## config.mk

```make
export PLATFORM = sky130hd
export DESIGN_NAME = svpt_front
export DESIGN_NICKNAME = d
export VERILOG_FILES = /design/src/rtl/core/svpt_pkg.sv /design/src/rtl/core/svpt_front.sv
export SDC_FILE = /design/constraint.sdc
export NUM_CORES = 1
export LEC_CHECK = 0
export BUFFER_PORTS_ARGS = -buffer_cell sky130_fd_sc_hd__buf_2
export CAP_MARGIN = 25
export CORE_MARGIN = 2
export CORE_UTILIZATION = 30
export DETAILED_ROUTE_END_ITERATION = 7
export GPL_TIMING_DRIVEN = 1
export HOLD_SLACK_MARGIN = 0.12
export PLACE_DENSITY = 0.48
export SYNTH_ARGS = -nofsm -noshare
export SYNTH_HDL_FRONTEND = slang
export SYNTH_SLANG_ARGS = --single-unit
```

## constraint.sdc

```tcl
create_clock -name clk -period 12.6 [get_ports clk]
set_clock_uncertainty 0.05 [all_clocks]
set_input_delay 0.63 -clock clk [delete_from_list [all_inputs] [get_ports clk]]
set_output_delay 0.63 -clock clk [all_outputs]
set_load 0.01 [all_outputs]
```

## src/rtl/core/svpt_pkg.sv

```systemverilog
// ----------------------------------------------------------------------------
// svpt_pkg
// Shared types and constants for the space vector PWM timing block.
// ----------------------------------------------------------------------------
package svpt_pkg;

  typedef struct packed {
    logic signed [15:0] v_alpha;
    logic signed [15:0] v_beta;
  } vec_t;

  typedef struct packed {
    logic [14:0] compare_u;
    logic [14:0] compare_v;
    logic [14:0] compare_w;
    logic [2:0]  sector;
    logic        overmodulated;
  } result_t;

  typedef struct packed {
    logic empty;
    logic almost_full;
  } fifo_stat_t;

  localparam int unsigned CFG_W = 16;

  localparam logic REG_BUS_VOLTAGE = 1'b0;
  localparam logic REG_PWM_PERIOD  = 1'b1;

  localparam logic [14:0] BUS_VOLTAGE_RST = 15'd6144;
  localparam logic [15:0] PWM_PERIOD_RST  = 16'd17000;

  localparam logic [2:0] SEC1 = 3'd1;
  localparam logic [2:0] SEC2 = 3'd2;
  localparam logic [2:0] SEC3 = 3'd3;
  localparam logic [2:0] SEC4 = 3'd4;
  localparam logic [2:0] SEC5 = 3'd5;
  localparam logic [2:0] SEC6 = 3'd6;

  // sqrt(3) scaled by 1e9, used to derive the fixed-point constant.
  localparam logic [63:0] SQRT3_NANO = 64'd1732050808;
  localparam logic [63:0] NANO       = 64'd1000000000;

  // Overmodulated sums at or above 2^NORM_LIMIT_BITS are halved before the rescale.
  localparam int unsigned NORM_LIMIT_BITS = 39;
  localparam int unsigned TOTAL_W         = NORM_LIMIT_BITS + 1;

endpackage

```

## src/rtl/core/svpt_front.sv

```systemverilog
// ----------------------------------------------------------------------------
// svpt_front
// Sign tests, sector decode and selection of the two active time numerators.
// ----------------------------------------------------------------------------
module svpt_front #(
  parameter int unsigned FRACTION_BITS = 16
) (
  input  logic                clk,
  input  logic                rst,
  input  logic                take,
  input  svpt_pkg::vec_t      vec,
  output logic                push,
  output logic [2:0]          push_sector,
  output logic [FRACTION_BITS+18:0] push_nx,
  output logic [FRACTION_BITS+18:0] push_ny
);

  localparam int unsigned SBW = FRACTION_BITS + 19;
  localparam int unsigned SSW = FRACTION_BITS + 20;
  localparam int unsigned M   = FRACTION_BITS + 19;
  localparam logic [63:0] KFULL =
    ((svpt_pkg::SQRT3_NANO << FRACTION_BITS) + (svpt_pkg::NANO >> 1)) / svpt_pkg::NANO;
  localparam logic [FRACTION_BITS+1:0] K = KFULL[FRACTION_BITS+1:0];

  function automatic logic [M-1:0] mag(input logic signed [SSW-1:0] x);
    return x[SSW-1] ? M'(-x) : M'(x);
  endfunction

  logic                  s1_vld;
  logic signed [SBW-1:0] s1_sb;
  logic signed [SBW-1:0] s1_a3;
  logic                  s1_bpos;
  logic signed [SBW-1:0] a_ext;
  logic signed [SSW-1:0] x2;
  logic signed [SSW-1:0] y2;
  logic signed [SSW-1:0] z2;
  logic [2:0]            raw;
  logic [2:0]            sec;
  logic [M-1:0]          mx;
  logic [M-1:0]          my;
  logic [M-1:0]          mz;
  logic [M-1:0]          nx;
  logic [M-1:0]          ny;

  assign a_ext = SBW'($signed(vec.v_alpha));

  always_ff @(posedge clk) begin
    if (rst) begin
      s1_vld <= 1'b0;
    end else begin
      s1_vld <= take;
    end
    s1_sb   <= SBW'($signed(vec.v_beta) * $signed({1'b0, K}));
    s1_a3   <= (a_ext + (a_ext <<< 1)) <<< FRACTION_BITS;
    s1_bpos <= $signed(vec.v_beta) > 0;
  end

  assign x2 = SSW'(s1_sb) <<< 1;
  assign y2 = SSW'(s1_a3) + SSW'(s1_sb);
  assign z2 = SSW'(s1_sb) - SSW'(s1_a3);
  assign mx = mag(x2);
  assign my = mag(y2);
  assign mz = mag(z2);

  // A zero vector gives no sector from the sign tests and is run as sector VI.
  assign raw = {y2[SSW-1], z2[SSW-1], s1_bpos};
  assign sec = (raw == 3'd0 || raw == 3'd7) ? svpt_pkg::SEC6 : raw;

  always_comb begin
    unique case (sec)
      svpt_pkg::SEC1: begin nx = mz; ny = my; end
      svpt_pkg::SEC2: begin nx = my; ny = mx; end
      svpt_pkg::SEC3: begin nx = mz; ny = mx; end
      svpt_pkg::SEC4: begin nx = mx; ny = mz; end
      svpt_pkg::SEC5: begin nx = mx; ny = my; end
      default:        begin nx = my; ny = mz; end
    endcase
  end

  always_ff @(posedge clk) begin
    if (rst) begin
      push <= 1'b0;
    end else begin
      push <= s1_vld;
    end
    push_sector <= sec;
    push_nx     <= nx;
    push_ny     <= ny;
  end

endmodule

```

# Word-level counts from Yosys, hierarchy flattened
# Index checks and enable logic that the tools add are counted.
[op_classes] add_sub_neg=6 mul=1 n_div=0 n_lt_le_gt_ge=1 eq_ne=6 shift=0 mux=6 bitwise_logic=0 n_reduce_logical=6
[ops] cell="one-hot mux 35 bit (2 select lines)" count=2
[ops] cell="2-to-1 mux 35 bit" count=3
[ops] cell="negator 35 bit" count=3
[ops] cell="adder 34 x 34 -> 35 bit" count=1
[ops] cell="subtractor 34 x 34 -> 35 bit" count=1
[ops] cell="multiplier 16 x 15 -> 31 bit, second input constant" count=1
[ops] cell="adder 16 x 17 -> 18 bit" count=1
[ops] cell="> comparator 16 x 1 -> 1 bit, second input constant" count=1
[ops] cell="equality test 3 bit, second input constant" count=3
[ops] cell="OR reduction 2 bit" count=4
[ops] cell="equality test 3 x 2 -> 1 bit, second input constant" count=2
[ops] cell="equality test 3 x 1 -> 1 bit, second input constant" count=1
[ops] cell="zero test 3 bit" count=1
[ops] cell="2-to-1 mux 3 bit" count=1
[ops] cell="logical OR 1 bit" count=1
[word_totals] reg_bits=125 latchBits=0 ramBits=0 romBits=0 elab_cells=34 n_memories=0

# Longest topological paths before layout
[logic_depth] depth_word=7 ltp_mapped=23 ltp_nobuf=22

# Worst setup path after synthesis
# No wires, ideal clock.
[synth_timing] kind="input to register" startpoint="input vec[15] (netlist name)" endpoint="register, netlist name s1_sb[33]" setup_ns=0.121 arrival_ns=5.938 t_required_ns=12.429 path_slack_ns=6.492 path_stages=21 cell_sequence="clkbuf_1 inv_1 ha_1 inv_1 fa_1 inv_1 fa_1 fa_1 fa_1 fa_1 ha_1 inv_1 nor3_1 and3_1 o21ai_0 a31oi_1 nand4_1 a31oi_1 o21a_1 nor2_1 xnor2_1"
[synth_between] elab_chain_len=1
[synth_rtl] item="start, declared" line="svpt_front.sv:11" source="input svpt_pkg::vec_t vec,"
[synth_rtl] item="multiplier 16 x 15 -> 31 bit" line="svpt_front.sv:53" source="s1_sb <= SBW'($signed(vec.v_beta) * $signed({1'b0, K}));"
# No other way between the ends.
# A chain may end at the register's enable or synchronous reset.

# Worst setup path after layout
[layout_timing] startpoint="input vec[15] (netlist name)" endpoint="register, netlist name s1_sb[33]"
[layout_between] elab_chain_len=1
[layout_rtl] item="multiplier 16 x 15 -> 31 bit" line="svpt_front.sv:53"
# No other way between the ends.

==> impl_metrics.tcl <==
set metrics [dict create \
    wl_mm 35.5 \
    path_cells "buf_2 > inv_1 > ha_1 > inv_1 > fa_1 > inv_1 > fa_1 > fa_1 > fa_1 > fa_1 > ha_1 > inv_1 > nor3_1 > and3_1 > o21ai_0 > a31oi_1 > nand4_1 > a31oi_1 > o21a_1 > nor2_1 > xnor2_1" \
    hpwl_mm 29.7 \
    hold_buffers 0 \
    cts_resized 0 \
    final-instance-count-excl-fill 2222 \
    crit_path_end_kind "register" \
    startpoint_type "input pin" \
    synth-seq-cells 119 \
    drt-initial-drc-count 472 \
    cts_tree "built" \
    gp_congestion 0.855 \
    coreArea_um2 44000 \
    synth-seq-area-share_pct 17.9 \
    vias 10791 \
    rsz0062_at_grt "false" \
    num_rows 77 \
    die_w_um 215 \
    critPathSlowestCell "fa_1" \
    tns_ns 0 \
    fin_ws_ns 6.09 \
    path_delay_family "adder cells" \
    crit_fanout 23 \
    ctsRootBufferMaster "clkbuf_16" \
    slew_viol_final 0 \
    synth_flop_cell "dfxtp_1" \
    ant_nets 0 \
    grt_pass1_wl_mm 58.4 \
    critPathRequiredTime_ns 12.87 \
    path_common_cell "fa_1" \
    final-setup-viol-count 0 \
    async_flop_share_pct 0 \
    grt.total_usage_pct 15.8 \
    max_freq_ghz 0.153 \
    vias_per_cell 4.86 \
    antenna_found_initial 4 \
    min_period_over_period_pct 51.7 \
    area_delta_synth_final_pct 12.8 \
    worst-path-buf-inv 5 \
    worstMarginPinSlew_ns 1.10 \
    final_nets 1938 \
    period_minus_slack_ns 6.51 \
    start_util_pct 30.2 \
    cp.arrival_ns 6.78 \
    wl_per_cell_um 16.0 \
    drt_pass1_iterations 5 \
    grt_overflow_total 0 \
    outcome "finished, final reports clean" \
    holdCritPathClass "input pin to register" \
    layout-drive-gt1-share_pct 10.7 \
    drc 0 \
    dpl_cell_area_um2 14400 \
    cts_sinks 119 \
    synthCells 1537 \
    place_inst 2190 \
    ioPinCount 109 \
    cts.path.max_buffers 2 \
    place_ws_ns 5.57 \
    yosysWarnings 0 \
    ys_types 80 \
    post_synth.cell_area_avg_um2 8.66 \
    design_area_um2 15000 \
    grt_max_degree 34 \
    cts.reportedPaths.clkPinSlew_ns 0.06 \
    crit_type "input pin to register" \
    die_area_um2 46100 \
    final_cell_mix "inv_1, ha_1, dfxtp_1" \
    postCtsSetupBuffers 0 \
    die_h_um 215 \
    htree_levels 4 \
    slowest_delay_ns 0.57 \
    maxCapViolCount 0 \
    cts_buffers 17 \
    clkLatencyLatePin_ns 0.44 \
    io_buffer_count 102 \
    grt_pass1_vias 10993 \
    synth_edf_count 0 \
    mostFrequentLayoutCell "inv_1" \
    hold_viol 0 \
    slew_headroom_pct 26.1 \
    syn_area_um2 13300 \
]
## per-stage QoR
step | utilization [%] | hold slack [ns]
after floorplan | - | 0.364
final | 34.1 | 0.276
after detailed placement | 32.7 | 0.375
after CTS | 34.1 | 0.248
after global placement | 32.7 | 0.370
after global routing | 34.1 | 0.262
## area by class of cell
type                       count  area (um^2)
timing repair buffer         109          563
fill                        4624        29000
clock inverter                14          200
sequential                   119         2380
clock buffer                  17          425
multi-input combinational   1140         9840
tap                          592          741
inverter                     230          863
antenna                        1         2.50
## cells in the mapped netlist, drive strengths merged, types with 11 or more instances
master,n,area (um^2)
buf,25,144
xor2,50,438
o221ai,26,228
inv,230,863
clkbuf,28,105
nand2,106,398
dfxtp,119,2380
a21oi,92,468
o21a,11,82.6
xnor2,83,727
nand4,11,68.8
fa,114,2280
nor2,101,389
nor2b,15,93.8
o31ai,12,104
o211ai,11,82.6
a21o,22,165
a211oi,12,110
o21ai,79,395
a221o,11,110
ha,172,2150
o22ai,20,125
nand3,12,60.1
nand2b,17,106
or3,18,118
nor3,24,130
## final timing paths
path	from	end	slack, ns	cells after the start
worst max-delay path	vec[15]	s1_sb[33]$_DFF_P_	6.09	21
worst min-delay path	vec[31]	s1_a3[33]$_DFF_P_	0.28	1
worst max register to register	s1_sb[25]$_DFF_P_	push_nx[26]$_DFF_P_	8.21	11
worst min register to register	s1_vld$_SDFF_PP0_	push$_SDFF_PP0_	0.39	1
## per-layer routing
layer,global-route usage [%],routed length [um],vias up,part of all wire [%]
met5,0,55,-,0.15
met4,4.28,439,8,1.2
met3,2.52,1380,34,3.9
met2,26.6,16700,206,47
met1,21.1,17000,5162,48
li1,-,-,5381,-
## kinds of logic (layout without fill, tap and decap cells)
| kind of cell | count (synthesis) | count (layout) | synth area share [%] |
|---|---|---|---|
| AO/OA/AOI/OAI | 357 | 357 | 18.2 |
| XOR/XNOR | 133 | 133 | 8.75 |
| adder cells (fa/ha/maj) | 287 | 287 | 33.4 |
| buffers and inverters | 283 | 370 | 8.36 |
| flip-flops | 119 | 119 | 17.9 |
| multiplexers | 3 | 3 | 0.244 |
| other | 1 | 7 | 0.0282 |
| AND/OR/NAND/NOR | 354 | 354 | 13.2 |
## sequential cells by signal, indices dropped and copies added, names as in the netlist
signal	count
push_ny	32
s1_sb	31
s1_bpos	1
s1_vld	1
push	1
push_nx	32
s1_a3	18
push_sector	3
Power is left out: the tool's default activity adds up to more than one toggle a clock period on the data nets, which glitch-free logic cannot reach.
