==> src/rtl/core/svpt_pkg.sv <==
// ----------------------------------------------------------------------------
// svpt_pkg
// Shared types and constants for the space vector PWM timing block.
// ----------------------------------------------------------------------------
package svpt_pkg;

  typedef struct packed {
    logic signed [15:0] v_alpha;
    logic signed [15:0] v_beta;
  } vec_t;

  typedef struct packed {
    logic [14:0] compare_u;
    logic [14:0] compare_v;
    logic [14:0] compare_w;
    logic [2:0]  sector;
    logic        overmodulated;
  } result_t;

  typedef struct packed {
    logic empty;
    logic almost_full;
  } fifo_stat_t;

  localparam int unsigned CFG_W = 16;

  localparam logic REG_BUS_VOLTAGE = 1'b0;
  localparam logic REG_PWM_PERIOD  = 1'b1;

  localparam logic [14:0] BUS_VOLTAGE_RST = 15'd6144;
  localparam logic [15:0] PWM_PERIOD_RST  = 16'd17000;

  localparam logic [2:0] SEC1 = 3'd1;
  localparam logic [2:0] SEC2 = 3'd2;
  localparam logic [2:0] SEC3 = 3'd3;
  localparam logic [2:0] SEC4 = 3'd4;
  localparam logic [2:0] SEC5 = 3'd5;
  localparam logic [2:0] SEC6 = 3'd6;

  // sqrt(3) scaled by 1e9, used to derive the fixed-point constant.
  localparam logic [63:0] SQRT3_NANO = 64'd1732050808;
  localparam logic [63:0] NANO       = 64'd1000000000;

  // Overmodulated sums at or above 2^NORM_LIMIT_BITS are halved before the rescale.
  localparam int unsigned NORM_LIMIT_BITS = 39;
  localparam int unsigned TOTAL_W         = NORM_LIMIT_BITS + 1;

endpackage

==> src/rtl/core/svpt_fifo.sv <==
// ----------------------------------------------------------------------------
// svpt_fifo
// Short flip-flop queue between the front and the back of the block.
// ----------------------------------------------------------------------------
module svpt_fifo #(
  parameter int unsigned W     = 73,
  parameter int unsigned DEPTH = 4
) (
  input  logic                 clk,
  input  logic                 rst,
  input  logic                 push,
  input  logic [W-1:0]         push_data,
  input  logic                 pop,
  output logic [W-1:0]         head,
  output svpt_pkg::fifo_stat_t stat
);

  localparam int unsigned AW = (DEPTH > 1) ? $clog2(DEPTH) : 1;

  logic [W-1:0]  mem [DEPTH];
  logic [AW-1:0] wptr;
  logic [AW-1:0] rptr;
  logic [AW:0]   count;
  logic          do_pop;

  assign do_pop = pop && (count != '0);

  always_ff @(posedge clk) begin
    if (rst) begin
      wptr  <= '0;
      rptr  <= '0;
      count <= '0;
    end else begin
      if (push) begin
        wptr <= (wptr == AW'(DEPTH - 1)) ? '0 : wptr + 1'b1;
      end
      if (do_pop) begin
        rptr <= (rptr == AW'(DEPTH - 1)) ? '0 : rptr + 1'b1;
      end
      count <= count + (AW+1)'(push) - (AW+1)'(do_pop);
    end
    if (push) begin
      mem[wptr] <= push_data;
    end
  end

  assign head = mem[rptr];

  // Two front stages may be in flight, so the front is held off early.
  assign stat.empty       = (count == '0);
  assign stat.almost_full = (count >= (AW+1)'(DEPTH - 2));

endmodule

==> config.mk <==
export PLATFORM = sky130hd
export DESIGN_NAME = svpt_fifo
export DESIGN_NICKNAME = d
export VERILOG_FILES = /design/src/rtl/core/svpt_pkg.sv /design/src/rtl/core/svpt_fifo.sv
export SDC_FILE = /design/constraint.sdc
export NUM_CORES = 1
export LEC_CHECK = 0
export BUFFER_PORTS_ARGS = -buffer_cell sky130_fd_sc_hd__buf_4
export CORE_MARGIN = 3
export CORE_UTILIZATION = 61
export CTS_CLUSTER_DIAMETER = 60
export DETAILED_ROUTE_END_ITERATION = 10
export GPL_TIMING_DRIVEN = 1
export PLACE_DENSITY = 0.84
export SETUP_SLACK_MARGIN = 0.02
export SLEW_MARGIN = 0
export SYNTH_ARGS = -nofsm -noshare
export SYNTH_HDL_FRONTEND = slang
export SYNTH_SLANG_ARGS = --single-unit
==> constraint.sdc <==
create_clock -name clk -period 5.02 [get_ports clk]
set_clock_uncertainty 0.2 [all_clocks]
set_input_delay 0 -clock clk [delete_from_list [all_inputs] [get_ports clk]]
set_output_delay 0 -clock clk [all_outputs]
set_load 0.01 [all_outputs]
# == After elaboration in Yosys (flattened, before gate mapping) ==
# Memory sizes are Yosys's and may differ from the RTL's. A register that Yosys moved wholly into a read port is not among the register bits.
# Index checks and enable logic that the tools add are counted.
# word_totals
regBits,7
ramBits,292
out_inout_bits,75
elab_cells,20
n_memories,1
# mem_list
memory,words,width,read_ports,rd_ports_with_merged_regs,wr,line,source
mem,4,73,1,1,1,svpt_fifo.sv:20,logic [W-1:0] mem [DEPTH];
# op_classes
n_addsub,4
n_lt_le_gt_ge,1
n_eq_ne,2
muxes,6
n_reduce_logical,3
# ops
op,n
2-to-1 mux 2 bit,4
"adder 2 x 1 -> 2 bit, second input constant",2
"equality test 2 bit, second input constant",2
adder 3 x 1 -> 3 bit,1
">= comparator 3 x 2 -> 1 bit, second input constant",1
logical NOT 3 bit,1
nonzero test 3 bit,1
subtractor 3 x 1 -> 3 bit,1
2-to-1 mux 1 bit,2
logical AND 1 bit,1

# == Longest topological paths before layout ==
# Gate-level depths: netlist of run 1.
# logic_depth
word_depth,4
mapped_depth,8
depth_no_buf,8

# == Worst setup path after synthesis of run 1 ==
# No wires, ideal clock.
# synth_timing
kind,reg2reg
start,register wptr[0]
end,memory mem[0][0] (enable)
t_arrival_ps,2245
required_ps,4381
setup_slack_ps,2136
stages_incl_launch_ff,4
n_path_buf,0
path_cell_list,dfxtp_1 > inv_1 > ha_1 > and2_1
# synth_lines
element,line,source
from (decl),svpt_fifo.sv:21,logic [AW-1:0] wptr;
from (signal assigned),svpt_fifo.sv:35,wptr <= (wptr == AW'(DEPTH - 1)) ? '0 : wptr + 1'b1;
to (decl),svpt_fifo.sv:20,
# No word-level cell before the write port.

==> insert_results.sql, run 1 <==
INSERT INTO impl_metrics (metric_group, metric, value, unit) VALUES
('status', 'result_of_the_run', 'finished, final reports clean', ''),
('grt', 'grt_pass1_wl', '33970', 'um'),
('place', 'dp.final_hpwl', '11360', 'um'),
('worst_setup_path', 'crit_top_cell', 'buf_4', ''),
('worst_setup_path', 'r2r-start', 'count[1]', ''),
('grt', 'grt_usage', '22.53', '%'),
('clocking', 'cts.htree.levels', '1', ''),
('detailed_routing', 'dr.pass1.iters', '4', ''),
('worst_setup_path', 'timing.critical_path.slowest_cell_delay', '700', 'ps'),
('worst_hold_path', 'hp-class', 'in -> reg', ''),
('clocking', 'max-clock-path-buffers', '3', ''),
('detailed_routing', 'vias', '5414', ''),
('place', 'globalplace.congestion', '0.7137', ''),
('grt', 'first_global_vias', '5910', ''),
('worst_hold_path', 'worstHoldStart', 'push_data[58]', ''),
('clocking', 'cts_repair_resize_count', '0', ''),
('sta', 'slew_viol_final', '0', ''),
('worst_setup_path', 'worst_setup_path_end_kind', 'output port', ''),
('logic_synthesis', 'synth_xor_xnor_area_share', '0.07901', '%'),
('worst_setup_path', 'worstPathMaxFanout', '27', ''),
('logic_synthesis', 'synth_simple_gate_area_share', '0.7788', '%'),
('clocking', 'post_cts_buffers', '0', ''),
('final_layout', 'drive_above_1_share', '37.89', '%'),
('power_and_ir_drop', 'clock_power_share', '31.0', '%'),
('power_and_ir_drop', 'power.density', '436.7', 'nW/um^2'),
('floorplanning', 'starting_density_of_the_core', '63.21', '%'),
('logic_synthesis', 'synth.net_count', '515', ''),
('logic_synthesis', 'synthesis.instances', '429', ''),
('sta', 'final-setup-viol-count', '0', ''),
('clocking', 'tritoncts.num_buffers', '29', ''),
('worst_setup_path', 'cpLargestDelayFamily', 'buffers and inverters', ''),
('final_layout', 'post_layout_instance_area', '14020', 'sq um'),
('detailed_routing', 'route.final.wire_length', '21790', 'um'),
('clocking', 'clkLatencyLatePin', '520', 'ps'),
('final_layout', 'finish.net_count', '768', ''),
('power_and_ir_drop', 'cellLeakagePower', '4.793', 'nW'),
('sta', 'fin_crit_sh', '55.96', '%'),
('worst_setup_path', 'cp.buffers_inverters', '2', ''),
('floorplanning', 'chipHeight', '140.8', 'um'),
('grt', 'grt_overflow', '0', ''),
('power_and_ir_drop', 'seq_power_share', '49.2', '%'),
('logic_synthesis', 'synth_seq_area_share', '80.72', '%'),
('power_and_ir_drop', 'power.share.switching', '24.17', '%'),
('logic_synthesis', 'synth_fa_ha_area_share', '1.084', '%'),
('detailed_routing', 'detail_route.drc_violations', '0', ''),
('sta', 'rsz_0062_raised_after_global_routing', 'false', ''),
('detailed_routing', 'ant_nets', '0', ''),
('detailed_routing', 'route.detailed.wl_per_inst', '23.48', 'um'),
('worst_setup_path', 'crit_chain', 'buf_4 > mux4_2 > buf_4', ''),
('logic_synthesis', 'synth.avg_cell_area', '25.84', 'sq um'),
('logic_synthesis', 'synth_area_leader', 'edfxtp_1', ''),
('worst_setup_path', 'required', '4820', 'ps'),
('logic_synthesis', 'netlist_area', '11090', 'sq um'),
('clocking', 'path_clk_slew', '60', 'ps'),
('clocking', 'cts_root_buffer', 'clkbuf_16', ''),
('worst_hold_path', 'min_delay_path_depth', '2', ''),
('sta', 'relSlewSlack', '24.94', '%'),
('floorplanning', 'die_width', '140.8', 'um'),
('power_and_ir_drop', 'p_comb_share', '19.8', '%'),
('worst_setup_path', 'timing.critical_path.from_type', 'flop', ''),
('worst_setup_path', 'worst-r2r-cell-count', '8', ''),
('sta', 'fin_crit', '2809', 'ps'),
('clocking', 'cts_tree', 'built', ''),
('place', 'place_area', '12340', 'sq um'),
('sta', 'setup-tns-final', '0', 'ps'),
('clocking', 'cts-hold-fix-buffers', '86', ''),
('power_and_ir_drop', 'power.total', '6.123', 'mW'),
('detailed_routing', 'vias_per_cell', '5.834', ''),
('floorplanning', 'core_region_area', '17540', 'sq um'),
('sta', 'hold_viol_final', '0', ''),
('logic_synthesis', 'synth.top_cells.by_area', 'edfxtp_1 (79%), mux4_2 (15%), dfxtp_1 (1.6%)', '');
## power by group through the flow
| stage | combinational [mW] | clock, mW | sequential (mW) |
|---|---|---|---|
| after floorplan | 0.805 | 0 | 2.96 |
| after global placement | 1.12 | 0 | 3.05 |
| after detailed placement | 1.15 | 0 | 3.07 |
| after CTS | 1.22 | 1.92 | 3.02 |
| after global routing | 1.29 | 2.02 | 3.03 |
| final | 1.22 | 1.90 | 3.01 |
## worst max-delay path by stage
| stage | end | slack [ps] | cells past startpoint |
|---|---|---|---|
| 2_1_floorplan | mem[0][0] | 2140 | 3 |
| 4_1_cts | head[60] | 2120 | 3 |
| 6_report | head[52] | 2210 | 3 |
| 5_1_grt | head[60] | 2020 | 3 |
| 3_5_place_dp | head[60] | 2690 | 3 |
| 3_3_place_gp | head[60] | 2740 | 3 |
## Yosys cell counts (all sizes together)
library cell	number
xnor2	1
nor2b	2
dfxtp	9
and2	4
ha	8
mux4	73
clkbuf	2
inv	7
nand2b	3
or3b	1
o31a	1
a21oi	1
nor2	3
mux2i	2
nor3	2
o31ai	1
mux2	1
buf	15
fa	1
edfxtp	292
## logic make-up after synthesis
group | count (synthesis)
xor+xnor | 1
buf+inv | 24
fa+ha+maj | 9
mux | 76
flops | 301
simple gates | 15
compound gates | 3
## metal layers
layer	vias to the layer above	share of wire (%)	global-route usage, %
met5	-	0	0
met4	0	2.3	5.813
met1	2836	38	29.52
li1	2333	-	-
met2	205	54	39.59
met3	40	6.3	4.376
## cell usage in the layout (no fill, tap or decap), drive strengths merged
cell type    instances
diode                1
xnor2                1
o31ai                1
dfxtp                9
nor2b                2
a21oi                1
clkinv              10
buf                153
or3b                 1
nand2b               3
nor2                 3
clkbuf              40
o31a                 1
mux2i                2
nor3                 2
fa                   1
inv                  8
edfxtp             292
and2                 4
dlygate4sd3         86
mux4                73
mux2                 1
ha                   8
## cell type report
type	instances	area, sq um
diodes	1	2.502
clock buffers	40	767.0
clock inverters	11	53.80
fillers	884	3515
inverters	7	26.28
multi-input cells	104	1926
flip-flops and latches	301	8956
well taps	225	281.5
repair buffers	239	2009
## registers in the layout, summed over array words and instances, names as in the netlist, named ones only
name and count:
mem 292, count 3, rptr 2, wptr 2
## per-stage QoR
stage	std cells	setup slack (ps)	hold WS, ps
finish	928	2211	13.46
global route	928	2016	6.410
CTS	927	2124	0.2365
detailed placement	790	2690	3.581
global placement	790	2743	-2.099
floorplan	429	2136	-101.1
No activity file was read; power rests on OpenSTA's default activity.
==> inputs of run 2 (changes only) <==
--- a/config.mk
+++ b/config.mk
@@ -7,11 +7,11 @@
 export LEC_CHECK = 0
 export BUFFER_PORTS_ARGS = -buffer_cell sky130_fd_sc_hd__buf_4
 export CORE_MARGIN = 3
-export CORE_UTILIZATION = 61
+export CORE_UTILIZATION = 57
 export CTS_CLUSTER_DIAMETER = 60
 export DETAILED_ROUTE_END_ITERATION = 10
 export GPL_TIMING_DRIVEN = 1
-export PLACE_DENSITY = 0.84
+export PLACE_DENSITY = 0.79
 export SETUP_SLACK_MARGIN = 0.02
 export SLEW_MARGIN = 0
 export SYNTH_ARGS = -nofsm -noshare
==> constraint.sdc (replaced) <==
create_clock -name clk -period 2.65 [get_ports clk]
set_clock_uncertainty 0.2 [all_clocks]
set_input_delay 0 -clock clk [delete_from_list [all_inputs] [get_ports clk]]
set_output_delay 0 -clock clk [all_outputs]
set_load 0.01 [all_outputs]
==> run 2 against run 1 <==
  * Sequential share of layout area decreased by 0.93 points
  * Clock-buffer cell count decreased by 6
  * Largest power group unchanged
  * Cell area increased by 1.5%
  * Non-clock buffer count increased by 7
  * Hold slack about the same
  * First-iteration DRC count increased by 30%
  * Largest cell class unchanged
  * Routed wire length decreased by 2.1%
  * Cell count increased by 4.6%
  * Setup slack got worse by 1900 ps
==> insert_results.sql, run 2 (same netlist as run 1, synthesis figures left out) <==
INSERT INTO impl_metrics (metric_group, metric, value, unit) VALUES
('status', 'result_of_the_run', 'finished, final reports clean', ''),
('worst_setup_path', 'timing.critical_path.from_type', 'flop', ''),
('worst_setup_path', 'crit_chain', 'buf_12 > mux4_1 > buf_4', ''),
('sta', 'hold_viol_final', '0', ''),
('sta', 'fmax', '0.4267', 'GHz'),
('grt', 'grt_max_degree', '35', ''),
('sta', 'final-setup-viol-count', '0', ''),
('sta', 'setup-tns-final', '0', 'ps'),
('sta', 'fin_crit_sh', '88.45', '%'),
('detailed_routing', 'detail_route.drc_violations', '0', ''),
('flow_run', 'cap_viol_max_count', '0', ''),
('detailed_routing', 'vias', '5416', ''),
('clocking', 'cts_tree', 'built', ''),
('detailed_routing', 'route.top_layer_used', 'met4', ''),
('worst_setup_path', 'worst_setup_path_end_kind', 'output port', ''),
('clocking', 'clkLatencyLatePin', '520', 'ps'),
('final_layout', 'multi_input_area', '1926', 'sq um'),
('detailed_routing', 'met1Wirelength', '8508', 'um'),
('power_and_ir_drop', 'cellLeakagePower', '4.892', 'nW'),
('detailed_routing', 'drt_iter0_drc', '429', ''),
('final_layout', 'final_core_utilization', '75.34', '%'),
('detailed_routing', 'route.final.wire_length', '21330', 'um'),
('floorplanning', 'die-area', '21160', 'sq um'),
('floorplanning', 'row_count', '50', ''),
('final_layout', 'drive_above_1_share', '40.42', '%'),
('final_layout', 'filler_free_cell_count_of_the_finished_design', '971', ''),
('detailed_routing', 'ant_nets', '0', ''),
('worst_hold_path', 'hp-class', 'in -> reg', ''),
('final_layout', 'synthesis_to_layout_area_growth', '28.41', '%'),
('clocking', 'tritoncts.num_buffers', '29', ''),
('final_layout', 'layout_top_registers', 'mem x292, count x3', ''),
('power_and_ir_drop', 'ir_worst_vdd', '0.6663', 'mV'),
('floorplanning', 'die_width', '145.5', 'um'),
('place', 'globalplace.congestion', '0.7742', ''),
('final_layout', 'largest_reg_flops', '292', ''),
('grt', 'grt_antenna_before_repair', '1', ''),
('detailed_routing', 'met3_length', '1174', 'um'),
('grt', 'grt_pass1_wl', '33980', 'um'),
('worst_setup_path', 'timing.critical_path.slowest_cell_delay', '610', 'ps'),
('clocking', 'path_clk_slew', '60', 'ps'),
('floorplanning', 'ios', '152', ''),
('clocking', 'tritoncts_num_sinks', '301', ''),
('worst_setup_path', 'cpMaxStageDelayCell', 'mux4_1', ''),
('clocking', 'cts.htree.levels', '1', ''),
('clocking', 'max-clock-path-buffers', '3', ''),
('worst_setup_path', 'arrival', '2140', 'ps'),
('worst_setup_path', 'timing.setup.critical_path_class', 'reg -> out', ''),
('floorplanning', 'starting_density_of_the_core', '58.68', '%'),
('clocking', 'cts_root_buffer', 'clkbuf_16', ''),
('detailed_routing', 'met2_length', '11150', 'um'),
('sta', 'fin_crit', '2344', 'ps'),
('floorplanning', 'core_region_area', '18890', 'sq um'),
('place', 'numPlacedInstances', '841', ''),
('final_layout', 'num-fill-cells', '1051', ''),
('grt', 'grt_overflow', '0', ''),
('grt', 'first_global_vias', '5969', ''),
('final_layout', 'regArea', '8960', 'sq um'),
('final_layout', 'layout.cells.most_common_list', 'edfxtp_1 (292), buf_4 (163), dlygate4sd3_1 (76), mux4_2 (72), clkbuf_16 (29)', ''),
('final_layout', 'finish.net_count', '775', ''),
('detailed_routing', 'dr.pass1.iters', '4', ''),
('final_layout', 'regMostFlops', 'mem', ''),
('floorplanning', 'chipHeight', '145.5', 'um'),
('grt', 'grt_usage', '20.60', '%'),
('final_layout', 'commonest_non_fill_non_tap_cell_in_the_layout', 'edfxtp_1', ''),
('sta', 'worstMarginPinSlew', '527.0', 'ps'),
('detailed_routing', 'route.detailed.wl_per_inst', '21.96', 'um'),
('worst_setup_path', 'required', '2450', 'ps'),
('power_and_ir_drop', 'power.density', '828.6', 'nW/um^2'),
('place', 'dp.final_hpwl', '12610', 'um'),
('worst_setup_path', 'worstPathMaxFanout', '34', ''),
('detailed_routing', 'vias_per_cell', '5.578', ''),
('sta', 'relSlewSlack', '64.87', '%'),
('sta', 'rsz_0062_raised_after_global_routing', 'false', ''),
('place', 'portBuffers', '151', ''),
('sta', 'slew_viol_final', '0', '');
==> run 2: worst paths after layout <==
| kind | slack (ps) | to | startpoint | depth (start not counted) |
|---|---|---|---|---|
| max reg2reg | 470 | count[2] | count[2] | 8 |
| min reg2reg | 320 | flop | rptr[1] | 2 |
| max | 310 | head[60] | flop | 3 |
| min | 10 | mem[1][34] | push_data[34] | 2 |
==> run 2: stage by stage <==
| step | worst slack [ps] | area, sq um | power (mW) | hold slack, ps |
|---|---|---|---|---|
| floorplan | 564.6 | 11090 | 7.128 | -101.1 |
| global placement | 583.2 | 12590 | 7.985 | -2.365 |
| detailed placement | 477.4 | 12590 | 8.057 | 3.165 |
| CTS | 27.71 | 14230 | 11.90 | 0.5494 |
| global route | 190.6 | 14230 | 12.27 | 4.418 |
| finish | 306.2 | 14230 | 11.80 | 13.00 |
==> run 2: what timing repair did <==
item	in CTS	in global routing
hold buffers	77	0
setup buffers	0	1
setup endpoints to repair	0	1
resized for setup	0	2
hold endpoints to repair	386	0
==> run 2: metal layers <==
| layer | vias up | global-route usage, % |
|---|---|---|
| met5 | - | 0 |
| met4 | 0 | 4.891 |
| met3 | 42 | 4.080 |
| met2 | 191 | 35.66 |
| met1 | 2828 | 27.66 |
| li1 | 2355 | - |
==> run 2: report_power, final <==
part / leakage, nW / switching, mW / total [mW] / internal, mW
logic: 1.71 / 1.06 / 2.43 / 1.37
registers: 2.76 / 0.146 / 5.61 / 5.46
clock network: 0.428 / 1.58 / 3.76 / 2.18
==> run 2: critical path, delay by kind of cell (launching register included) <==
family / cells / cell delay, ps
buffers and inverters: 2 / 470
multiplexers: 1 / 610
flip-flops: 1 / 490
==> run 2: area by class of cell <==
class / count / area share (%)
clock buffer: 34 / 5.230
timing repair buffer: 246 / 14.92
inverter: 7 / 0.1846
tap: 260 / 2.285
clock inverter: 18 / 0.8878
multi-input combinational: 104 / 13.53
antenna: 1 / 0.01758
sequential: 301 / 62.94
==> inputs of run 3 (changes only) <==
--- a/config.mk
+++ b/config.mk
@@ -12,6 +12,7 @@
 export DETAILED_ROUTE_END_ITERATION = 10
 export GPL_TIMING_DRIVEN = 1
 export PLACE_DENSITY = 0.79
+export REMOVE_ABC_BUFFERS = 1
 export SETUP_SLACK_MARGIN = 0.02
 export SLEW_MARGIN = 0
 export SYNTH_ARGS = -nofsm -noshare
==> run 3 against run 2 <==
  * Critical path depth rose by 5
  * Combinational power grew 2%
  * Fmax grew 3.3%
  * Clock-buffer cell count grew 6
  * Register-to-register slack got worse by 90 ps
  * Clock power is essentially flat
  * Routed wire length rose by 1.2%
  * Cell area up 1.7%
  * Non-clock buffer count rose by 24
  * Cell count grew 2.6%
  * Critical path type is now reg -> reg
==> insert_results.sql, run 3 (same netlist as run 1, synthesis figures left out) <==
INSERT INTO impl_metrics (metric_group, metric, value, unit) VALUES
('status', 'result_of_the_run', 'finished, final reports clean', ''),
('final_layout', 'antenna-diode-count', '0', ''),
('worst_setup_path', 'timing.critical_path.from_type', 'flop', ''),
('final_layout', 'drive_above_1_share', '38.45', '%'),
('worst_setup_path', 'arrival', '2510', 'ps'),
('floorplanning', 'starting_density_of_the_core', '58.68', '%'),
('flow_run', 'cap_viol_max_count', '0', ''),
('final_layout', 'regMostFlops', 'mem', ''),
('detailed_routing', 'met2_length', '11270', 'um'),
('clocking', 'cts_repair_resize_count', '0', ''),
('final_layout', 'commonest_non_fill_non_tap_cell_in_the_layout', 'edfxtp_1', ''),
('sta', 'fin_crit', '2269', 'ps'),
('worst_setup_path', 'worst_setup_path_end_kind', 'flop', ''),
('place', 'place_area', '12570', 'sq um'),
('sta', 'fin_ws', '381.2', 'ps'),
('floorplanning', 'chipHeight', '145.5', 'um'),
('final_layout', 'largest_reg_flops', '292', ''),
('sta', 'worstMarginPinSlew', '498.0', 'ps'),
('clocking', 'post_cts_buffers', '0', ''),
('sta', 'relSlewSlack', '66.80', '%'),
('final_layout', 'synthesis_to_layout_area_growth', '30.65', '%'),
('clocking', 'path_clk_slew', '60', 'ps'),
('sta', 'rsz_0062_raised_after_global_routing', 'false', ''),
('detailed_routing', 'route.top_layer_used', 'met4', ''),
('final_layout', 'final_core_utilization', '76.66', '%'),
('worst_setup_path', 'cpMaxStageDelayCell', 'o31a_1', ''),
('final_layout', 'finish.net_count', '800', ''),
('sta', 'fin_crit_sh', '85.61', '%'),
('floorplanning', 'core_region_area', '18890', 'sq um'),
('clocking', 'cts_root_buffer', 'clkbuf_16', ''),
('clocking', 'cts-hold-fix-buffers', '104', ''),
('clocking', 'cts.htree.levels', '1', ''),
('power_and_ir_drop', 'power.density', '814.9', 'nW/um^2'),
('worst_setup_path', 'crit_chain', 'o31a_1 > ha_1 > inv_1 > ha_1 > inv_1 > fa_1 > xnor2_1 > nor2_1', ''),
('sta', 'hold_viol_final', '0', ''),
('grt', 'grt_pass1_wl', '34090', 'um'),
('sta', 'whs', '10.74', 'ps'),
('sta', 'slew_viol_final', '0', ''),
('place', 'dp.final_hpwl', '12080', 'um'),
('detailed_routing', 'route.detailed.wl_per_inst', '21.66', 'um'),
('grt', 'first_global_vias', '6111', ''),
('detailed_routing', 'met1Wirelength', '8340', 'um'),
('power_and_ir_drop', 'cellLeakagePower', '4.990', 'nW'),
('final_layout', 'layout_top_registers', 'mem x292, count x3', ''),
('worst_setup_path', 'required', '2890', 'ps'),
('sta', 'final-setup-viol-count', '0', ''),
('sta', 'fmax', '0.4408', 'GHz'),
('clocking', 'max-clock-path-buffers', '3', ''),
('floorplanning', 'row_count', '50', ''),
('grt', 'grt_usage', '20.64', '%'),
('place', 'numPlacedInstances', '838', ''),
('power_and_ir_drop', 'power.total', '11.80', 'mW'),
('power_and_ir_drop', 'ir_worst_vdd', '0.6907', 'mV'),
('final_layout', 'post_layout_instance_area', '14480', 'sq um'),
('worst_setup_path', 'timing.critical_path.slowest_cell_delay', '380', 'ps'),
('clocking', 'tritoncts.num_buffers', '30', ''),
('final_layout', 'filler_free_cell_count_of_the_finished_design', '996', ''),
('place', 'dpl_worst_slack', '456.8', 'ps'),
('clocking', 'clkLatencyLatePin', '540', 'ps'),
('detailed_routing', 'met3_length', '1491', 'um'),
('worst_setup_path', 'timing.setup.critical_path_class', 'reg -> reg', ''),
('detailed_routing', 'drt_iter0_drc', '348', ''),
('place', 'globalplace.congestion', '0.7195', ''),
('final_layout', 'layout.cells.most_common_list', 'edfxtp_1 (292), buf_4 (159), dlygate4sd3_1 (104), mux4_2 (72), clkbuf_16 (31)', ''),
('worst_setup_path', 'worstPathMaxFanout', '4', ''),
('clocking', 'cts_tree', 'built', ''),
('detailed_routing', 'vias_per_cell', '5.455', ''),
('detailed_routing', 'route.final.wire_length', '21580', 'um'),
('detailed_routing', 'detail_route.drc_violations', '0', ''),
('floorplanning', 'die_width', '145.5', 'um'),
('detailed_routing', 'vias', '5433', ''),
('place', 'portBuffers', '151', ''),
('floorplanning', 'die-area', '21160', 'sq um'),
('grt', 'grt_overflow', '0', ''),
('floorplanning', 'ios', '152', ''),
('clocking', 'tritoncts_num_sinks', '301', ''),
('sta', 'setup-tns-final', '0', 'ps'),
('grt', 'grt_max_degree', '39', ''),
('detailed_routing', 'dr.pass1.iters', '4', ''),
('worst_hold_path', 'hp-class', 'in -> reg', ''),
('grt', 'grt_antenna_before_repair', '0', ''),
('detailed_routing', 'ant_nets', '0', '');
==> run 3: changes by cell type in the layout (fill, tap and decap cells not counted), moves of 2 or more <==
cell	delta
dlygate4sd3_1	+28
clkbuf_16	+2
clkbuf_1	+4
bufinv_16	-2
clkinv_1	-3
buf_4	-4
==> run 3: worst paths after layout <==
kind,startpoint,end,slack (ps),depth (start not counted)
worst max-delay path,count[1],count[2],380,8
worst min register to register,rptr[1],flop,330,2
worst min-delay path,push_data[5],mem[0][5],10,2
worst max register to register,count[1],count[2],380,8
==> run 3: where the power goes <==
group,total (mW),switching [mW],internal (mW),leakage [nW]
clock network,3.75,1.62,2.13,0.431
registers,5.57,0.110,5.46,2.76
logic,2.48,1.10,1.39,1.80
==> run 3: final cells by class <==
| type | instances | area, sq um |
|---|---|---|
| clock inverters | 14 | 66.31 |
| multi-input cells | 104 | 1926 |
| flip-flops and latches | 301 | 8956 |
| well taps | 260 | 325.3 |
| fillers | 1014 | 4409 |
| repair buffers | 270 | 2375 |
| clock buffers | 40 | 809.5 |
| inverters | 7 | 26.28 |
==> run 3: layer usage <==
metal  up-vias  GRT usage [%]
met3        41          4.204
met4         0          5.983
met5         -              0
met2       224          35.38
met1      2763          27.43
li1       2405              -
==> run 3: worst max-delay path: cells and delay by family (launching register included) <==
kind	cells	cell delay, ps
fa+ha+maj	3	860
compound gates	1	380
flops	1	360
xor+xnor	1	180
buf+inv	2	140
simple gates	1	50
